==> config.mk <==
export PLATFORM = sky130hd
export DESIGN_NAME = first_fit_partition_allocator
export DESIGN_NICKNAME = d
export VERILOG_FILES = /design/src/design/ffpa_pkg.sv /design/src/design/first_fit_partition_allocator.sv /design/src/design/ffpa_table.sv /design/src/design/ffpa_seq.sv
export SDC_FILE = /design/constraint.sdc
export NUM_CORES = 2
export LEC_CHECK = 0
export CAP_MARGIN = 20
export CORE_ASPECT_RATIO = 0.8
export CORE_MARGIN = 5
export CORE_UTILIZATION = 65
export DETAILED_ROUTE_END_ITERATION = 10
export DONT_BUFFER_PORTS = 1
export GPL_ROUTABILITY_DRIVEN = 0
export PLACE_DENSITY = 0.81
export SYNTH_ARGS = -nofsm -noshare
export SYNTH_HDL_FRONTEND = slang
export SYNTH_SLANG_ARGS = --single-unit
export TNS_END_PERCENT = 100
==> constraint.sdc <==
create_clock -name clk_i -period 9.75 [get_ports clk_i]
set_input_delay 0 -clock clk_i [delete_from_list [all_inputs] [get_ports clk_i]]
set_output_delay 0 -clock clk_i [all_outputs]
set_load 0.05 [all_outputs]
==> src/design/ffpa_pkg.sv <==
// ----------------------------------------------------------------------------
// ffpa_pkg
// Shared types and constants of the first-fit partition allocator.
// ----------------------------------------------------------------------------
`default_nettype none

package ffpa_pkg;

  localparam int MAX_SEGMENTS = 16;
  localparam int ADDR_BITS    = 20;
  localparam int ID_BITS      = 8;

  localparam int IDX_W = $clog2(MAX_SEGMENTS);
  localparam int CNT_W = $clog2(MAX_SEGMENTS + 1);

  // request kinds
  localparam logic KIND_ALLOC   = 1'b0;
  localparam logic KIND_RELEASE = 1'b1;

  // result status codes
  localparam logic [1:0] ST_DONE    = 2'd0;
  localparam logic [1:0] ST_NO_FIT  = 2'd1;
  localparam logic [1:0] ST_UNKNOWN = 2'd2;
  localparam logic [1:0] ST_FULL    = 2'd3;

  // table update operations
  typedef enum logic [2:0] {
    TOP_NONE,
    TOP_TAKE,
    TOP_SPLIT,
    TOP_FREE,
    TOP_MERGE
  } tbl_op_e;

  typedef struct packed {
    tbl_op_e              op;
    logic [IDX_W-1:0]     idx;
    logic [ADDR_BITS-1:0] seg_end;
    logic [ID_BITS-1:0]   owner;
  } tbl_cmd_t;

  typedef struct packed {
    logic [ADDR_BITS-1:0] seg_end;
    logic [ID_BITS-1:0]   owner;
    logic                 free;
    logic [CNT_W-1:0]     count;
  } tbl_rd_t;

  typedef struct packed {
    logic                 valid;
    logic [1:0]           status;
    logic [ADDR_BITS-1:0] region_start;
    logic [ADDR_BITS-1:0] region_end;
  } ffpa_res_t;

endpackage

`default_nettype wire

==> src/design/first_fit_partition_allocator.sv <==
// ----------------------------------------------------------------------------
// first_fit_partition_allocator
// First-fit variable partition allocator with coalescing of freed regions.
// ----------------------------------------------------------------------------
// A request is taken only while the block is idle. It then walks the segment
// table from entry 1 upwards, one entry per cycle through a single subtract
// and compare unit. A zero-size allocate is answered without the walk, a
// request that matches no entry spends one more step at the end of the
// table, and a release that matches takes two more steps for the merges
// with its neighbours. A result waits in the sequencer until the output
// register is free. A finished result sits in the output register while
// the next request is taken. Writing memory_size or system_size rebuilds
// the table as after reset.
`default_nettype none

module first_fit_partition_allocator (
  input  wire         clk_i,
  input  wire         rst_ni,
  // slave side: tdata = process_id[7:0], request_size[27:8], zero pad [31:28]
  input  wire         s_tvalid,
  output logic        s_tready,
  input  wire  [31:0] s_tdata,
  // tuser = kind[0]
  input  wire  [0:0]  s_tuser,
  // master side: tdata = status[1:0], region_start[21:2], region_end[41:22],
  // zero pad [47:42]
  output logic        m_tvalid,
  input  wire         m_tready,
  output logic [47:0] m_tdata,
  // configuration port
  input  wire         psel,
  input  wire         penable,
  input  wire         pwrite,
  input  wire  [2:0]  paddr,
  input  wire  [31:0] pwdata,
  output logic [31:0] prdata,
  output logic        pready
);

  localparam int AW = ffpa_pkg::ADDR_BITS;
  localparam int IW = ffpa_pkg::ID_BITS;

  logic [AW-1:0] mem_size_q, mem_size_d;
  logic [AW-1:0] sys_size_q, sys_size_d;
  logic          cfg_wr;

  logic          out_valid_q;
  logic [47:0]   out_data_q;
  logic          res_ready;

  ffpa_pkg::ffpa_res_t res;
  ffpa_pkg::tbl_rd_t   rd;
  ffpa_pkg::tbl_cmd_t  cmd;
  logic [ffpa_pkg::IDX_W-1:0] rd_idx;

  assign pready = 1'b1;
  assign cfg_wr = psel && penable && pwrite;

  always_comb begin
    mem_size_d = mem_size_q;
    sys_size_d = sys_size_q;
    if (cfg_wr) begin
      if (!paddr[2]) begin
        mem_size_d = pwdata[AW-1:0];
      end else begin
        sys_size_d = pwdata[AW-1:0];
      end
    end
  end

  assign prdata = paddr[2] ? 32'(sys_size_q) : 32'(mem_size_q);

  always_ff @(posedge clk_i or negedge rst_ni) begin
    if (!rst_ni) begin
      mem_size_q <= AW'(1024);
      sys_size_q <= AW'(64);
    end else begin
      mem_size_q <= mem_size_d;
      sys_size_q <= sys_size_d;
    end
  end

  ffpa_table u_table (
    .clk_i      (clk_i),
    .rst_ni     (rst_ni),
    .init_i     (cfg_wr),
    .init_mem_i (mem_size_d),
    .init_sys_i (sys_size_d),
    .rd_idx_i   (rd_idx),
    .cmd_i      (cmd),
    .rd_o       (rd)
  );

  // output register frees once its transfer completes
  assign res_ready = !out_valid_q || m_tready;

  ffpa_seq u_seq (
    .clk_i          (clk_i),
    .rst_ni         (rst_ni),
    .req_valid_i    (s_tvalid),
    .req_ready_o    (s_tready),
    .kind_i         (s_tuser[0]),
    .process_id_i   (s_tdata[IW-1:0]),
    .request_size_i (s_tdata[IW+AW-1:IW]),
    .res_ready_i    (res_ready),
    .res_o          (res),
    .rd_i           (rd),
    .rd_idx_o       (rd_idx),
    .cmd_o          (cmd)
  );

  always_ff @(posedge clk_i or negedge rst_ni) begin
    if (!rst_ni) begin
      out_valid_q <= 1'b0;
    end else if (res.valid) begin
      out_valid_q <= 1'b1;
    end else if (m_tready) begin
      out_valid_q <= 1'b0;
    end
  end

  always_ff @(posedge clk_i) begin
    if (res.valid) begin
      out_data_q <= {6'b0, res.region_end, res.region_start, res.status};
    end
  end

  assign m_tvalid = out_valid_q;
  assign m_tdata  = out_data_q;

endmodule

`default_nettype wire

==> src/design/ffpa_table.sv <==
// ----------------------------------------------------------------------------
// ffpa_table
// Address-ordered segment table with one read port and whole-table
// insert and remove shifts.
// ----------------------------------------------------------------------------
`default_nettype none

module ffpa_table (
  input  wire                             clk_i,
  input  wire                             rst_ni,
  input  wire                             init_i,
  input  wire [ffpa_pkg::ADDR_BITS-1:0]   init_mem_i,
  input  wire [ffpa_pkg::ADDR_BITS-1:0]   init_sys_i,
  input  wire [ffpa_pkg::IDX_W-1:0]       rd_idx_i,
  input  ffpa_pkg::tbl_cmd_t              cmd_i,
  output ffpa_pkg::tbl_rd_t               rd_o
);

  localparam int N = ffpa_pkg::MAX_SEGMENTS;
  localparam int AW = ffpa_pkg::ADDR_BITS;
  localparam int IW = ffpa_pkg::ID_BITS;
  localparam int XW = ffpa_pkg::IDX_W;
  localparam int CW = ffpa_pkg::CNT_W;

  logic [AW-1:0] end_q   [N];
  logic [AW-1:0] end_d   [N];
  logic [IW-1:0] owner_q [N];
  logic [IW-1:0] owner_d [N];
  logic [N-1:0]  free_q, free_d;
  logic [CW-1:0] count_q, count_d;

  always_comb begin
    for (int k = 0; k < N; k++) begin
      end_d[k]   = end_q[k];
      owner_d[k] = owner_q[k];
      free_d[k]  = free_q[k];
    end
    count_d = count_q;
    case (cmd_i.op)
      ffpa_pkg::TOP_TAKE: begin
        for (int k = 0; k < N; k++) begin
          if (XW'(k) == cmd_i.idx) begin
            free_d[k]  = 1'b0;
            owner_d[k] = cmd_i.owner;
          end
        end
      end
      ffpa_pkg::TOP_SPLIT: begin
        // open a slot at idx, everything above moves up by one
        for (int k = 0; k < N; k++) begin
          if (XW'(k) == cmd_i.idx) begin
            end_d[k]   = cmd_i.seg_end;
            owner_d[k] = cmd_i.owner;
            free_d[k]  = 1'b0;
          end else if (k > 0 && XW'(k) > cmd_i.idx) begin
            end_d[k]   = end_q[k-1];
            owner_d[k] = owner_q[k-1];
            free_d[k]  = free_q[k-1];
          end
        end
        count_d = count_q + 1'b1;
      end
      ffpa_pkg::TOP_FREE: begin
        for (int k = 0; k < N; k++) begin
          if (XW'(k) == cmd_i.idx) begin
            free_d[k]  = 1'b1;
            owner_d[k] = '0;
          end
        end
      end
      ffpa_pkg::TOP_MERGE: begin
        // lower neighbour absorbs entry idx, which is then removed
        for (int k = 0; k < N; k++) begin
          if (XW'(k + 1) == cmd_i.idx) begin
            end_d[k] = cmd_i.seg_end;
          end else if (XW'(k) >= cmd_i.idx) begin
            if (k + 1 < N) begin
              end_d[k]   = end_q[(k + 1) % N];
              owner_d[k] = owner_q[(k + 1) % N];
              free_d[k]  = free_q[(k + 1) % N];
            end else begin
              end_d[k]   = '0;
              owner_d[k] = '0;
              free_d[k]  = 1'b0;
            end
          end
        end
        count_d = count_q - 1'b1;
      end
      default: begin
      end
    endcase
    if (init_i) begin
      for (int k = 0; k < N; k++) begin
        end_d[k]   = '0;
        owner_d[k] = '0;
        free_d[k]  = 1'b0;
      end
      end_d[0]  = init_sys_i;
      end_d[1]  = init_mem_i;
      free_d[1] = 1'b1;
      count_d   = CW'(2);
    end
  end

  always_ff @(posedge clk_i or negedge rst_ni) begin
    if (!rst_ni) begin
      for (int k = 0; k < N; k++) begin
        end_q[k]   <= '0;
        owner_q[k] <= '0;
      end
      end_q[0] <= AW'(64);
      end_q[1] <= AW'(1024);
      free_q   <= N'(2);
      count_q  <= CW'(2);
    end else begin
      for (int k = 0; k < N; k++) begin
        end_q[k]   <= end_d[k];
        owner_q[k] <= owner_d[k];
      end
      free_q  <= free_d;
      count_q <= count_d;
    end
  end

  assign rd_o.seg_end = end_q[rd_idx_i];
  assign rd_o.owner   = owner_q[rd_idx_i];
  assign rd_o.free    = free_q[rd_idx_i];
  assign rd_o.count   = count_q;

endmodule

`default_nettype wire

==> src/design/ffpa_seq.sv <==
// ----------------------------------------------------------------------------
// ffpa_seq
// Request sequencer: walks the table one entry a cycle through a shared
// subtract and compare unit, then issues split, take, free and merge steps.
// ----------------------------------------------------------------------------
`default_nettype none

module ffpa_seq (
  input  wire                             clk_i,
  input  wire                             rst_ni,
  input  wire                             req_valid_i,
  output logic                            req_ready_o,
  input  wire                             kind_i,
  input  wire [ffpa_pkg::ID_BITS-1:0]     process_id_i,
  input  wire [ffpa_pkg::ADDR_BITS-1:0]   request_size_i,
  input  wire                             res_ready_i,
  output ffpa_pkg::ffpa_res_t             res_o,
  input  ffpa_pkg::tbl_rd_t               rd_i,
  output logic [ffpa_pkg::IDX_W-1:0]      rd_idx_o,
  output ffpa_pkg::tbl_cmd_t              cmd_o
);

  localparam int AW = ffpa_pkg::ADDR_BITS;
  localparam int IW = ffpa_pkg::ID_BITS;
  localparam int XW = ffpa_pkg::IDX_W;
  localparam int CW = ffpa_pkg::CNT_W;

  localparam logic [2:0] S_IDLE  = 3'd0;
  localparam logic [2:0] S_SCAN  = 3'd1;
  localparam logic [2:0] S_RNEXT = 3'd2;
  localparam logic [2:0] S_RPREV = 3'd3;
  localparam logic [2:0] S_DONE  = 3'd4;

  logic [2:0]    state_q, state_d;
  logic [CW-1:0] idx_q, idx_d;
  logic [AW-1:0] start_q, start_d;
  logic          kind_q, kind_d;
  logic [IW-1:0] pid_q, pid_d;
  logic [AW-1:0] size_q, size_d;
  logic          prev_free_q, prev_free_d;
  logic [1:0]    st_q, st_d;
  logic [AW-1:0] rs_q, rs_d;
  logic [AW-1:0] re_q, re_d;

  // shared unit: segment length and fit compare
  logic [AW:0]   diff;
  logic          in_range;
  logic          fits;
  logic          exact;
  logic [AW-1:0] split_end;

  assign diff      = {1'b0, rd_i.seg_end} - {1'b0, start_q};
  assign in_range  = idx_q < rd_i.count;
  assign fits      = rd_i.free && !diff[AW] && (diff[AW-1:0] >= size_q);
  assign exact     = diff[AW-1:0] == size_q;
  assign split_end = start_q + size_q;

  assign rd_idx_o    = idx_q[XW-1:0];
  assign req_ready_o = (state_q == S_IDLE);

  always_comb begin
    state_d     = state_q;
    idx_d       = idx_q;
    start_d     = start_q;
    kind_d      = kind_q;
    pid_d       = pid_q;
    size_d      = size_q;
    prev_free_d = prev_free_q;
    st_d        = st_q;
    rs_d        = rs_q;
    re_d        = re_q;
    cmd_o.op      = ffpa_pkg::TOP_NONE;
    cmd_o.idx     = idx_q[XW-1:0];
    cmd_o.seg_end = rd_i.seg_end;
    cmd_o.owner   = pid_q;
    res_o.valid        = 1'b0;
    res_o.status       = st_q;
    res_o.region_start = rs_q;
    res_o.region_end   = re_q;

    case (state_q)
      S_IDLE: begin
        if (req_valid_i) begin
          kind_d      = kind_i;
          pid_d       = process_id_i;
          size_d      = request_size_i;
          start_d     = rd_i.seg_end;   // end of the system region
          prev_free_d = 1'b0;
          idx_d       = CW'(1);
          if (kind_i == ffpa_pkg::KIND_ALLOC && request_size_i == '0) begin
            st_d    = ffpa_pkg::ST_NO_FIT;
            rs_d    = '0;
            re_d    = '0;
            state_d = S_DONE;
          end else begin
            state_d = S_SCAN;
          end
        end
      end
      S_SCAN: begin
        if (!in_range) begin
          st_d    = (kind_q == ffpa_pkg::KIND_ALLOC) ? ffpa_pkg::ST_NO_FIT
                                                     : ffpa_pkg::ST_UNKNOWN;
          rs_d    = '0;
          re_d    = '0;
          state_d = S_DONE;
        end else if (kind_q == ffpa_pkg::KIND_ALLOC) begin
          if (fits) begin
            state_d = S_DONE;
            if (exact) begin
              cmd_o.op = ffpa_pkg::TOP_TAKE;
              st_d     = ffpa_pkg::ST_DONE;
              rs_d     = start_q;
              re_d     = rd_i.seg_end;
            end else if (rd_i.count == CW'(ffpa_pkg::MAX_SEGMENTS)) begin
              st_d = ffpa_pkg::ST_FULL;
              rs_d = '0;
              re_d = '0;
            end else begin
              cmd_o.op      = ffpa_pkg::TOP_SPLIT;
              cmd_o.seg_end = split_end;
              st_d          = ffpa_pkg::ST_DONE;
              rs_d          = start_q;
              re_d          = split_end;
            end
          end else begin
            start_d = rd_i.seg_end;
            idx_d   = idx_q + 1'b1;
          end
        end else begin
          if (!rd_i.free && rd_i.owner == pid_q) begin
            cmd_o.op = ffpa_pkg::TOP_FREE;
            st_d     = ffpa_pkg::ST_DONE;
            rs_d     = start_q;
            re_d     = rd_i.seg_end;
            idx_d    = idx_q + 1'b1;
            state_d  = S_RNEXT;
          end else begin
            start_d     = rd_i.seg_end;
            prev_free_d = rd_i.free;
            idx_d       = idx_q + 1'b1;
          end
        end
      end
      S_RNEXT: begin
        // upper neighbour free: freed entry takes its end, neighbour removed
        if (in_range && rd_i.free) begin
          cmd_o.op = ffpa_pkg::TOP_MERGE;
        end
        idx_d   = idx_q - 1'b1;
        state_d = S_RPREV;
      end
      S_RPREV: begin
        if (prev_free_q) begin
          cmd_o.op = ffpa_pkg::TOP_MERGE;
        end
        state_d = S_DONE;
      end
      S_DONE: begin
        if (res_ready_i) begin
          res_o.valid = 1'b1;
          idx_d       = '0;
          state_d     = S_IDLE;
        end
      end
      default: begin
        idx_d   = '0;
        state_d = S_IDLE;
      end
    endcase
  end

  always_ff @(posedge clk_i or negedge rst_ni) begin
    if (!rst_ni) begin
      state_q     <= S_IDLE;
      idx_q       <= '0;
      prev_free_q <= 1'b0;
      kind_q      <= 1'b0;
    end else begin
      state_q     <= state_d;
      idx_q       <= idx_d;
      prev_free_q <= prev_free_d;
      kind_q      <= kind_d;
    end
  end

  always_ff @(posedge clk_i) begin
    start_q <= start_d;
    pid_q   <= pid_d;
    size_q  <= size_d;
    st_q    <= st_d;
    rs_q    <= rs_d;
    re_q    <= re_d;
  end

endmodule

`default_nettype wire
======== Word level (Yosys, flattened, before mapping) ========
Cells that the tools add are included.
word-level totals
  register bits ........................... 652
  output and inout port bits .............. 83
  logic and storage cells ................. 636
operators by class
  reduce and logical (&&, ||, !) cells .... 56
  magnitude comparators ................... 35
  eq/ne operators ......................... 131
  $add $sub $neg .......................... 6
  bitwise gates (word level) .............. 3
  multiplexer cells ....................... 342
operators by type and width
  kind                                                                     count
  20-bit two-way mux                                                       95
  8-bit two-way mux                                                        96
  320-bit case mux with 2 select lines                                     1
  128-bit case mux with 4 select lines                                     1
  320-bit two-way mux                                                      1
  3-bit by 2-bit inequality test with 1-bit output, second input constant  49
  128-bit two-way mux                                                      1
  4-bit by 2-bit inequality test with 1-bit output, second input constant  31
  20-bit case mux with 2 select lines                                      3
  1-bit two-way mux                                                        103
  6-bit AND reduction                                                      15
  20-bit binary-select mux with 4-bit select                               1
  16-bit case mux with 4 select lines                                      1
  3-bit inequality test, second input constant                             17
  3-bit AND reduction                                                      16
  3-bit two-way mux                                                        13
  8-bit binary-select mux with 4-bit select                                1
  4-bit == test, first input constant                                      8
  4-bit greater-or-equal comparator, first input constant                  8
  4-bit greater-than comparator, first input constant                      8
  5-bit two-way mux                                                        6
  5-bit case mux with 5 select lines                                       1
  2-bit two-way mux                                                        11
  20-bit by 20-bit subtractor with 21-bit output                           1
  other kinds (47)                                                         85

======== Depth between registers and ports, before layout ========
  word-level depth ........................ 15
  gate-level depth with buffers ........... 33
  mapped depth without buffers ............ 25

======== By module ========
From an unflattened synthesis, not the netlist that was laid out.
second synthesis, totals
  cells, all modules ...................... 4120
  area total of the unflattened synthesis .. 42874.9 µm²
by module, submodules not included
  module                         area each (µm²)  instances  cells each
  ffpa_table                     32761.4          1          3305
  ffpa_seq                       6737.7           1          640
  first_fit_partition_allocator  3375.7           1          175

======== Worst setup path after synthesis ========
OpenSTA, ideal clock, no wires.
  kind .................................... register to register
  start point ............................. register u_seq.idx_q[0]
  end point ............................... register u_seq.re_q[0], enable pin
  setup slack ............................. 1.022 ns
  setup time .............................. 0.455 ns
  arrival ................................. 8.273 ns
  cell stages (with the launch flop) ...... 29
  path through ............................ dfrtp_1 buf_6 buf_6 buf_2 buf_2 mux4_2 mux4_2 inv_1 ha_1 fa_1 nor2b_1 o31ai_1 a21oi_1 a41oi_1 o21ai_0 a21o_1 a21o_1 a21oi_1 xnor2_1 ha_1 nand3_1 nor4_1 a221oi_1 o21a_1 a211oi_1 a21oi_1 nand2_1 o21ai_0 a21oi_1
RTL lines
  what                      RTL line         RTL
  start: declaration        ffpa_seq.sv:35   logic [CW-1:0] idx_q, idx_d;
  start signal: assignment  ffpa_seq.sv:181  idx_q <= idx_d;
  end signal: assignment    ffpa_seq.sv:193  re_q <= re_d;
  end: declaration          ffpa_seq.sv:43   logic [AW-1:0] re_q, re_d;

==> run metrics <==
clock sink count=652; Slowest-stage cell, CP=dfrtp_4; antenna violations before repair=1; maximum resistive drop on vdd=234.0 uV; register bit count reported by yosys=652; type of element launching the critical path=flip-flop; Reg clk slew, reported paths=70 ps; uppermost layer routed=met5; layout cell share with drive strength beyond 1=0.1468; Die Area=70890 sq um; worst-path fanout max=39; clock insertion delay at the later pin of the skew report=640 ps; initial core utilization=0.6526; number of buffers inserted to repair setup after CTS=0; number of setup violations in the final report=0; max-slew violation total from the final report=354; Least-Margin Pin Slew=2466 ps; Boundary Pins=158; Layout fillers=4685; violated checks=negative hold slack, max-slew violations; count of cells along the worst register-to-register path=27; Relative slew margins=-0.6437; H-tree depth=3; maximum number of pins on one net before global-route repair=521; count of nets after finishing=4655; Worst path depth=27; total clock buffers created by CTS=68; hold violation count in the final report=514; crit path DAT=9590 ps; vias per std cell=7.280; metal2 WL=58430 um; buffers added on ports=0; cell count after placement=5226; leading register cell type out of synthesis=dfrtp_1; Die Height=239.1 um; GRT Total Usage=0.3881; outcome=complete, but fails checks; final worst hold slack=-831.4 ps; sum of negative setup slack=0 ps; Resize count post-CTS=0; number of max-cap violations=0; Power Dens Cells=371.2 nW/um^2; Congestion Overflow GR=0; share of synthesized area occupied by flip-flops and latches=0.3981; number of iterations in the first detailed-routing pass=9; average cell area after synthesis=9.108 sq um; Synth-to-Final Area Change=8.156%; vias after detailed routing=39440; final wirelength=142200 um; met3 WL post-DR=21870 um; Met1 Wirelength=53470 um; number of design-rule violations left by the first detailed-router iteration=7486; clock root buffer=clkbuf_16; first-pass GRT wire length=216000 um; unrepaired setup endpoints after global routing=false; Final Critical Period=9104 ps; worst stage delay on the critical path=1010 ps; via count of the first global-routing pass=35780; std cell rows=84; leakage power=17.38 nW; Fmax achieved=109.8 MHz; Synthesis Warnings=0; fraction of the cycle the final worst path needs=0.9337; quantity of hold-fixing buffers added after cts=70; most frequent cells in the layout=a21oi_1 (580), nand2_1 (563), dfrtp_1 (510); data required time of the worst path=10240 ps; Top Family by Delay on Critical Path=compound AO/OA/AOI/OAI gates; endpoint kind of the worst setup timing path=flip-flop; combined area of all synthesized cells=42660 sq um; placed wire-length estimate after detailed placement=90720 um; area of the core=65370 sq um; drt wl/cell=26.24 um; async set or reset register ratio after synthesis=0.7975; HP Class=in2async; worst clock skew=45.98 ps; clock tree from TritonCTS=built; DR DRC count=0; buffer and inverter count on the worst path=4; maximum buffer depth of the clock tree=3; number of synthesized flops with an enable pin=132; most common cell after layout, fill and taps aside=a21oi_1; synthesized instance count=4684; critical setup path kind=reg2reg; Die W=296.4 um; post-layout instance count excluding filler cells=5418; post-route ant nets=0; count of unique library cells instantiated by Yosys=99
-- final timing paths --
path	to	from	slack [ps]
setup / recovery	u_table.end_q[87]	u_seq.idx_q[0]	650
hold / removal	u_table.end_q[36]	rst_ni	-830
setup reg to reg	u_table.end_q[87]	u_seq.idx_q[0]	650
hold reg to reg	m_tdata[33]	u_seq.re_q[11]	410
max in group asynchronous	u_seq.idx_q[0]	rst_ni	8420
min in group clk_i	u_seq.size_q[19]	s_tdata[27]	20
-- layout make-up --
| cell class | count | area [sq um] | share of cell area |
|---|---|---|---|
| inverter | 74 | 280.3 | 0.006074 |
| timing repair buffer | 203 | 1772 | 0.03840 |
| sequential | 652 | 17000 | 0.3684 |
| antenna | 1 | 2.502 | 0.00005423 |
| tap | 860 | 1076 | 0.02332 |
| clock inverter | 25 | 335.3 | 0.007267 |
| clock buffer | 95 | 1976 | 0.04282 |
| multi-input combinational | 3508 | 23700 | 0.5137 |
-- where the power goes --
part	total, mW	leakage (nW)	internal (mW)	switching (mW)
Clock	2.77	1.12	1.60	1.17
Combinational	8.86	9.01	3.45	5.41
Sequential	5.50	7.26	4.07	1.43
-- Yosys cell counts (12+ instances only) --
| master | instances | share of area |
|---|---|---|
| o21ai_1 | 16 | 0.0019 |
| mux2i_1 | 70 | 0.016 |
| o221ai_1 | 52 | 0.011 |
| o21ai_0 | 340 | 0.040 |
| a2111oi_0 | 12 | 0.0025 |
| a211oi_1 | 49 | 0.0086 |
| clkbuf_1 | 310 | 0.027 |
| o21a_1 | 65 | 0.011 |
| a22o_1 | 22 | 0.0045 |
| mux4_2 | 114 | 0.060 |
| ha_1 | 69 | 0.020 |
| or3_1 | 13 | 0.0019 |
| o211ai_1 | 225 | 0.040 |
| mux2_2 | 220 | 0.058 |
| buf_4 | 42 | 0.0074 |
| a21o_1 | 38 | 0.0067 |
| xnor2_1 | 37 | 0.0076 |
| buf_1 | 40 | 0.0035 |
| o2111ai_1 | 14 | 0.0029 |
| a211o_1 | 20 | 0.0041 |
| nor3_1 | 61 | 0.0072 |
| dfrtp_1 | 514 | 0.30 |
| a31oi_1 | 144 | 0.021 |
| o22ai_1 | 15 | 0.0022 |
| a221oi_1 | 28 | 0.0057 |
| xor2_1 | 14 | 0.0029 |
| edfxtp_1 | 132 | 0.093 |
| nor2_1 | 424 | 0.037 |
| nand2_1 | 563 | 0.050 |
| inv_1 | 72 | 0.0063 |
| a22oi_1 | 31 | 0.0055 |
| nand3_1 | 53 | 0.0062 |
| buf_2 | 66 | 0.0077 |
| a21oi_1 | 581 | 0.068 |
-- metrics by stage --
| step | utilization | cell area (sq um) | worst slack, ps | power (mW) |
|---|---|---|---|---|
| after global routing | 0.7058 | 46140 | 280.0 | 17.86 |
| after detailed placement | 0.6594 | 43110 | 954.1 | 13.81 |
| after CTS | 0.7057 | 46130 | 840.2 | 16.65 |
| after global placement | 0.6594 | 43110 | 1222 | 13.40 |
| final | 0.7058 | 46140 | 646.3 | 17.13 |
| after floorplan | - | 42720 | 1022 | 11.03 |
-- sequential cells by signal, indices dropped and copies added (netlist names), 2 cells and up --
register         cells
u_table.count_q      5
m_tdata             42
u_seq.re_q          20
sys_size_q          20
u_seq.st_q           2
u_table.owner_q    128
u_table.free_q      16
u_table.end_q      320
u_seq.start_q       20
u_seq.state_q        3
u_seq.pid_q          8
u_seq.idx_q          5
mem_size_q          20
u_seq.rs_q          20
u_seq.size_q        20
-- kinds of logic (layout without fill, tap and decap cells) --
family | Yosys count | count (layout) | synth area share
multiplexers | 413 | 413 | 0.1381
AND/OR/NAND/NOR | 1192 | 1192 | 0.1149
other | 2 | 20 | 0.0001760
AO/OA/AOI/OAI | 1760 | 1760 | 0.2613
XOR/XNOR | 51 | 51 | 0.01047
adder cells (fa/ha/maj) | 73 | 73 | 0.02211
flip-flops | 652 | 652 | 0.3981
buffers and inverters | 541 | 397 | 0.05490
-- metal layers --
metal  vias up  GRT usage
li1      17080          -
met1     18610     0.5479
met2      3174     0.5436
met3       579     0.1312
met4         2     0.1817
met5         -          0
-- worst reg2reg max path: cells and delay by family (launching register included) --
kind | cells | cell delay [ps]
compound gates | 15 | 4560
xor+xnor | 1 | 90
fa+ha+maj | 2 | 500
buf+inv | 4 | 1070
flops | 1 | 1010
mux | 2 | 1160
simple gates | 3 | 520
No activity file was read; power rests on OpenSTA's default activity.
